<file path="config.mk">
export PLATFORM = sky130hd
export DESIGN_NAME = uvs_divider
export DESIGN_NICKNAME = d
export VERILOG_FILES = /design/src/sv/uvs_pkg.sv /design/src/sv/uvs_divider.sv
export SDC_FILE = /design/constraint.sdc
export NUM_CORES = 2
export LEC_CHECK = 0
export ABC_AREA = 1
export ABC_CLOCK_PERIOD_IN_PS = 7900
export BUFFER_PORTS_ARGS = -buffer_cell sky130_fd_sc_hd__buf_2
export CORE_MARGIN = 2
export CORE_UTILIZATION = 55
export DETAILED_ROUTE_END_ITERATION = 10
export HOLD_SLACK_MARGIN = 0.06
export PLACE_DENSITY = 0.78
export SLEW_MARGIN = 15
export SYNTH_ARGS = -nofsm -noshare
export SYNTH_HDL_FRONTEND = slang
export SYNTH_SLANG_ARGS = --single-unit
</file>
<file path="constraint.sdc">
create_clock -name clk_i -period 7.9 [get_ports clk_i]
set_input_delay 0.395 -clock clk_i [delete_from_list [all_inputs] [get_ports clk_i]]
set_output_delay 0.395 -clock clk_i [all_outputs]
set_load 0.1 [all_outputs]
</file>
<file path="src/sv/uvs_pkg.sv">
// shared types, constants and tables of the uv sphere vertex generator
`default_nettype none

package uvs_pkg;

  localparam int IdxW     = 10;  // grid index and count width at the ports
  localparam int CfgW     = 16;  // widest configuration register
  localparam int CfgIdxW  = 2;
  localparam int RadW     = 16;
  localparam int PhaseW   = 32;  // 2^32 is one full turn
  localparam int QuotW    = 33;  // phase quotient, one more bit for a full turn
  localparam int CordW    = 34;  // cordic datapath, Q2.30 plus headroom
  localparam int PosW     = 17;
  localparam int TexW     = 17;
  localparam int VidxW    = 20;
  localparam int AtanLen  = 24;

  localparam int DivSteps         = 32;
  localparam int DivStepsPerStage = 4;
  localparam int DivStages        = DivSteps / DivStepsPerStage;

  localparam logic [CordW-1:0] CORDIC_START = 34'h026DD3B6A;

  typedef enum logic [CfgIdxW-1:0] {
    CFG_SEGMENT_COUNT = 2'd0,
    CFG_RING_COUNT    = 2'd1,
    CFG_SPHERE_RADIUS = 2'd2
  } cfg_idx_e;

  typedef struct packed {
    logic [IdxW-1:0] segs;
    logic [IdxW-1:0] rings;
    logic [RadW-1:0] radius;
  } cfg_t;

  typedef struct packed {
    logic             err;
    logic             quad;
    logic [VidxW-1:0] vidx;
    logic [VidxW-1:0] below;
  } side_t;

  typedef struct packed {
    logic [TexW-1:0] tex_u;
    logic [TexW-1:0] tex_v;
  } tex_t;

  typedef struct packed {
    side_t side;
    tex_t  tex;
  } meta_t;

  // arctangent of 2^-i in phase units
  function automatic logic [PhaseW-1:0] atan_phase(input int i);
    logic [PhaseW-1:0] r;
    case (i)
      0:       r = 32'h20000000;
      1:       r = 32'h12E4051E;
      2:       r = 32'h09FB385B;
      3:       r = 32'h051111D4;
      4:       r = 32'h028B0D43;
      5:       r = 32'h0145D7E1;
      6:       r = 32'h00A2F61E;
      7:       r = 32'h00517C55;
      8:       r = 32'h0028BE53;
      9:       r = 32'h00145F2F;
      10:      r = 32'h000A2F98;
      11:      r = 32'h000517CC;
      12:      r = 32'h00028BE6;
      13:      r = 32'h000145F3;
      14:      r = 32'h0000A2F9;
      15:      r = 32'h0000517C;
      16:      r = 32'h000028BE;
      17:      r = 32'h0000145F;
      18:      r = 32'h00000A2F;
      19:      r = 32'h00000517;
      20:      r = 32'h0000028B;
      21:      r = 32'h00000145;
      22:      r = 32'h000000A2;
      23:      r = 32'h00000051;
      default: r = '0;
    endcase
    return r;
  endfunction

endpackage

`default_nettype wire

</file>
<file path="src/sv/uvs_divider.sv">
// index checks, flat indices and pipelined phase division of the grid indices
`default_nettype none

module uvs_divider #(
  parameter int INDEX_BITS = 10
) (
  input  logic                        clk_i,
  input  logic                        rst_ni,
  input  uvs_pkg::cfg_t               cfg_i,
  input  logic                        in_valid_i,
  output logic                        in_ready_o,
  input  logic [uvs_pkg::IdxW-1:0]    ring_i,
  input  logic [uvs_pkg::IdxW-1:0]    seg_i,
  output logic                        out_valid_o,
  input  logic                        out_ready_i,
  output logic [uvs_pkg::PhaseW-1:0]  lat_ph_o,
  output logic [uvs_pkg::PhaseW-1:0]  lon_ph_o,
  output uvs_pkg::meta_t              meta_o
);
  import uvs_pkg::*;

  localparam int IW = (INDEX_BITS < IdxW) ? INDEX_BITS : IdxW;
  localparam int PW = 2 * IW + 2;
  localparam int NS = DivStages + 1;

  logic [IW-1:0] ring, seg, rings, segs;
  logic [IW-1:0] dvs [2];

  logic          v_q   [NS];
  logic          vin   [NS];
  logic          rdy   [NS+1];
  logic [IW-1:0]    rem_q [NS][2];
  logic [IW-1:0]    rem_n [NS][2];
  logic [QuotW-1:0] quo_q [NS][2];
  logic [QuotW-1:0] quo_n [NS][2];
  side_t         side_q [NS];
  side_t         side_n [NS];

  assign ring   = ring_i[IW-1:0];
  assign seg    = seg_i[IW-1:0];
  assign rings  = cfg_i.rings[IW-1:0];
  assign segs   = cfg_i.segs[IW-1:0];
  assign dvs[0] = rings;
  assign dvs[1] = segs;

  always_comb begin
    logic          err, quad, top;
    logic [PW-1:0] vfull, bfull;
    logic [IW:0]   r2;
    logic [IW-1:0] num;
    // front: range checks and flat indices
    err   = (rings == '0) || (segs == '0) || (ring > rings) || (seg > segs);
    quad  = !err && (ring < rings) && (seg < segs);
    vfull = PW'(ring) * (PW'(segs) + PW'(1)) + PW'(seg);
    bfull = vfull + PW'(segs) + PW'(1);
    side_n[0].err   = err;
    side_n[0].quad  = quad;
    side_n[0].vidx  = VidxW'(vfull);
    side_n[0].below = quad ? VidxW'(bfull) : '0;
    vin[0] = in_valid_i;
    for (int l = 0; l < 2; l++) begin
      num = (l == 0) ? ring : seg;
      // an in-range index never exceeds its count, so the top bit means a full turn
      top = (num >= dvs[l]);
      quo_n[0][l] = QuotW'(top);
      rem_n[0][l] = top ? '0 : num;
    end
    // restoring division, four quotient bits per stage
    for (int k = 1; k < NS; k++) begin
      vin[k]    = v_q[k-1];
      side_n[k] = side_q[k-1];
      for (int l = 0; l < 2; l++) begin
        rem_n[k][l] = rem_q[k-1][l];
        quo_n[k][l] = quo_q[k-1][l];
        for (int s = 0; s < DivStepsPerStage; s++) begin
          r2 = {rem_n[k][l], 1'b0};
          if (r2 >= {1'b0, dvs[l]}) begin
            rem_n[k][l] = IW'(r2 - {1'b0, dvs[l]});
            quo_n[k][l] = {quo_n[k][l][QuotW-2:0], 1'b1};
          end else begin
            rem_n[k][l] = r2[IW-1:0];
            quo_n[k][l] = {quo_n[k][l][QuotW-2:0], 1'b0};
          end
        end
      end
    end
  end

  assign rdy[NS] = out_ready_i;
  for (genvar k = 0; k < NS; k++) begin : g_rdy
    assign rdy[k] = !v_q[k] || rdy[k+1];
  end
  assign in_ready_o = rdy[0];

  always_ff @(posedge clk_i or negedge rst_ni) begin
    if (!rst_ni) begin
      for (int k = 0; k < NS; k++) v_q[k] <= 1'b0;
    end else begin
      for (int k = 0; k < NS; k++) begin
        if (rdy[k]) v_q[k] <= vin[k];
      end
    end
  end

  always_ff @(posedge clk_i) begin
    for (int k = 0; k < NS; k++) begin
      if (rdy[k] && vin[k]) begin
        rem_q[k]  <= rem_n[k];
        quo_q[k]  <= quo_n[k];
        side_q[k] <= side_n[k];
      end
    end
  end

  assign out_valid_o      = v_q[NS-1];
  assign lat_ph_o         = quo_q[NS-1][0][QuotW-1:1];
  assign lon_ph_o         = quo_q[NS-1][1][PhaseW-1:0];
  assign meta_o.side      = side_q[NS-1];
  assign meta_o.tex.tex_v = quo_q[NS-1][0][QuotW-1:QuotW-TexW];
  assign meta_o.tex.tex_u = TexW'(65536) - quo_q[NS-1][1][QuotW-1:QuotW-TexW];

endmodule

`default_nettype wire

</file>
==> parameters.txt <==
Parameter                              Value

Run
  Max_cap viols    0

Layout
  Net count, final    9222
  Fraction of final layout cells sized beyond drive strength 1    10.3%
  Layout overhead on the synthesized area    10.9%
  Final std cells w/o fill    10.1k

Synth
  Proportion of netlist area held by the largest area contributor    37.7%
  Leading area contributor after synthesis    edfxtp_1
  Share of flip-flops with an asynchronous set or reset after synthesis    1.06%
  Top cells by instance count after synthesis    nand2_1 (2276), inv_1 (914), edfxtp_1 (843)
  Area of the mapped netlist    0.0672 mm²
  Post-synth cell types    67
  Post-Synthesis Mean Instance Area    8.39 µm²
  Number of warnings reported in the yosys synthesis log    0
  Count of flip-flops with a built-in enable after synthesis    843
  Flops & latches, synth    852
  Number of nets produced by synthesis    8830
  Synth area leaders    edfxtp_1 (38%), nand2_1 (13%), ha_1 (13%), inv_1 (5.1%), nand3_1 (4.5%)
  Main flop type after synthesis    edfxtp_1
  Leading cell type by number of instances after synthesis    nand2_1
  Sequential cell area fraction in the yosys report    38.0%
  Cells after Synth    8001

Floorplan
  Area enclosed by the die boundary    0.125 mm²
  Die span in x    353 µm
  Starting density of the core    55.3%
  Core Region    0.122 mm²
  Ports    202
  Overall die height    353 µm
  Std cell rows    128

STA
  Slew margin rel.    25.3%
  Total count of max-transition violations in the final report    0
  Unrepaired setup endpoints after global routing    false
  Post-route worst setup slack    557 ps
  Fmax    136 MHz
  Final worst-path cycle share    92.9%
  Final count of negative-setup-slack endpoints    0
  Final Skew    53.9 ps
  Hold Violations, Final    0
  Final min period    7340 ps
  Least-Margin Pin Slew    1120 ps

Setup path
  Critical path data required time    8380 ps
  Type of the worst setup path    register to register
  Worst reg2reg startpoint    rem_q[0][31]$_DFFE_PP_
  Startpoint type of the worst setup path    register
  Worst setup path start    rem_q[0][31]$_DFFE_PP_
  Setup slack of the worst register-to-register path    560 ps
  Critical path's slowest cell    edfxtp_1
  Data arrival at the endpoint of the critical path    7820 ps
  Most repeated library cell on the critical path    nand2_1
  Kind of end point of the critical path    register
  Critical Path Sink    rem_q[0][59]$_DFFE_PP_
  Capture instance of the worst register-to-register path    rem_q[0][59]$_DFFE_PP_
  Max incr delay on CP    410 ps
  Maximum net fanout on the critical path    13
  Number of cell instances on the worst register-to-register path    42

Global routing
  Pin count of the biggest net entering global routing    80
  Global-route wire length before repair    285000 µm
  Total global-route track usage    28.5%
  Vias in the first global route    53.9k
  Total grt overflow    0
  Antenna violations before repair    19

Place
  Placed wire-length estimate after detailed placement    132000 µm
  Number of instances in the placed design    9911
  Placement-stage worst setup slack    -253 ps
  Final weighted congestion in routability-driven placement    0.948
  Total of buffers placed on input and output ports    185

Routing
  Average wire length per cell after detail routing    18.0 µm
  Starting DRT DRC Count    4962
  Number of iterations in the first detailed-routing pass    8
  DRC viols    0
  Via count    56.4k
  Wire length reported by the detailed router    182000 µm
  Remaining antenna violation count after routing    0
  Number of vias per cell after detailed routing    5.59

Status
  Run status    finished clean

Clock network
  Clock-pin slew on the worst setup and hold paths    60 ps
  Htree depth    3
  CTS tree    built
  Total CTS buffers    91
  Maximum count of clock buffers along a single path    3
  Clock latency reported for the late side of the worst-skew pair    760 ps
  Clock tree root driver cell    clkbuf_16
  Sinks on Clock Net    852

Hold path
  Hold Crit Class    primary input to asynchronous set/reset pin
==> through the flow <==
step / util [%] / TNS [ps] / area (µm²) / hold slack [ps]
final: 61.3 / 0 / 74500 / 134
after CTS: 61.2 / 0 / 74400 / 73.2
after global routing: 61.3 / 0 / 74500 / 135
after floorplan: - / 0 / 67200 / 99.4
after detailed placement: 58.6 / -8520 / 71200 / 300
after global placement: 58.6 / -389 / 71200 / 298
==> how the worst min path moves through the flow <==
stage | startpoint | endpoint | slack (ps) | cells after the start
after detailed placement | rst_ni | v_q[8]$_DFFE_PN0N_ | 300 | 1
after global placement | rst_ni | v_q[8]$_DFFE_PN0N_ | 300 | 1
after floorplan | rst_ni | out_valid_o$_DFFE_PN0P_ | 100 | 0
after CTS | rst_ni | v_q[4]$_DFFE_PN0P_ | 70 | 2
final | rst_ni | v_q[4]$_DFFE_PN0P_ | 130 | 2
after global routing | rst_ni | v_q[4]$_DFFE_PN0P_ | 140 | 2
==> cell type report <==
class	count	area (µm²)
Fill cell	10400	47000
Multi-Input combinational cell	6015	36700
Sequential cell	852	25500
Timing Repair Buffer	496	3570
Inverter	937	3540
Clock buffer	111	2350
Tap cell	1625	2030
Clock inverter	58	714
Antenna cell	5	12.5
==> flip-flops by register name (all words and copies together), names as in the netlist <==
| register | count |
|---|---|
| side_q | 378 |
| quo_q | 305 |
| rem_q | 160 |
| v_q | 8 |
| out_valid_o | 1 |
==> routing by layer <==
metal	global-route usage (%)	vias to the layer above	share of wire, %
met5	0	-	0.11
met4	12.2	30	4.3
met3	5.15	512	7.9
met2	46.6	2130	46
met1	37.3	26100	42
li1	-	27700	-
==> worst max-delay path, delay by kind of cell, from the launching register on <==
family	cells	cell delay, ps
AO/OA/AOI/OAI	11	2150
adder cells (fa/ha/maj)	4	1350
flip-flops	1	410
AND/OR/NAND/NOR	22	2620
buffers and inverters	5	520
==> what timing repair did <==
action | in CTS | in global routing
hold buffers | 11 | 0
gates resized for setup | 0 | 13
hold endpoints to repair | 19 | 0
buffers inserted | 0 | 3
endpoints found under the setup margin | 0 | 77
==> kinds of logic after synthesis <==
family                     Yosys count  share of synthesized area (%)
and+or+nand+nor                   3866                           25.2
xor gates and xnor gates           480                           6.28
adders and majority gates          769                           15.4
AOI/OAI and AO/OA                  900                           7.74
buffers and inverters             1134                           7.39
DFF                                852                           38.0
==> cell usage in the layout, fill, tap and decap left out, types with 183 or more instances in the layout <==
master / synthesis / final
a21oi_1: 434 / 433
buf_2: 34 / 183
buf_4: 117 / 279
edfxtp_1: 843 / 843
ha_1: 673 / 671
inv_1: 914 / 892
nand2_1: 2276 / 2276
nand3_1: 604 / 601
nor2_1: 512 / 508
o21ai_0: 190 / 188
xor2_1: 301 / 301
Power is not shown: default switching activity piles up to over one toggle a cycle in this logic, so the estimate is an artifact.
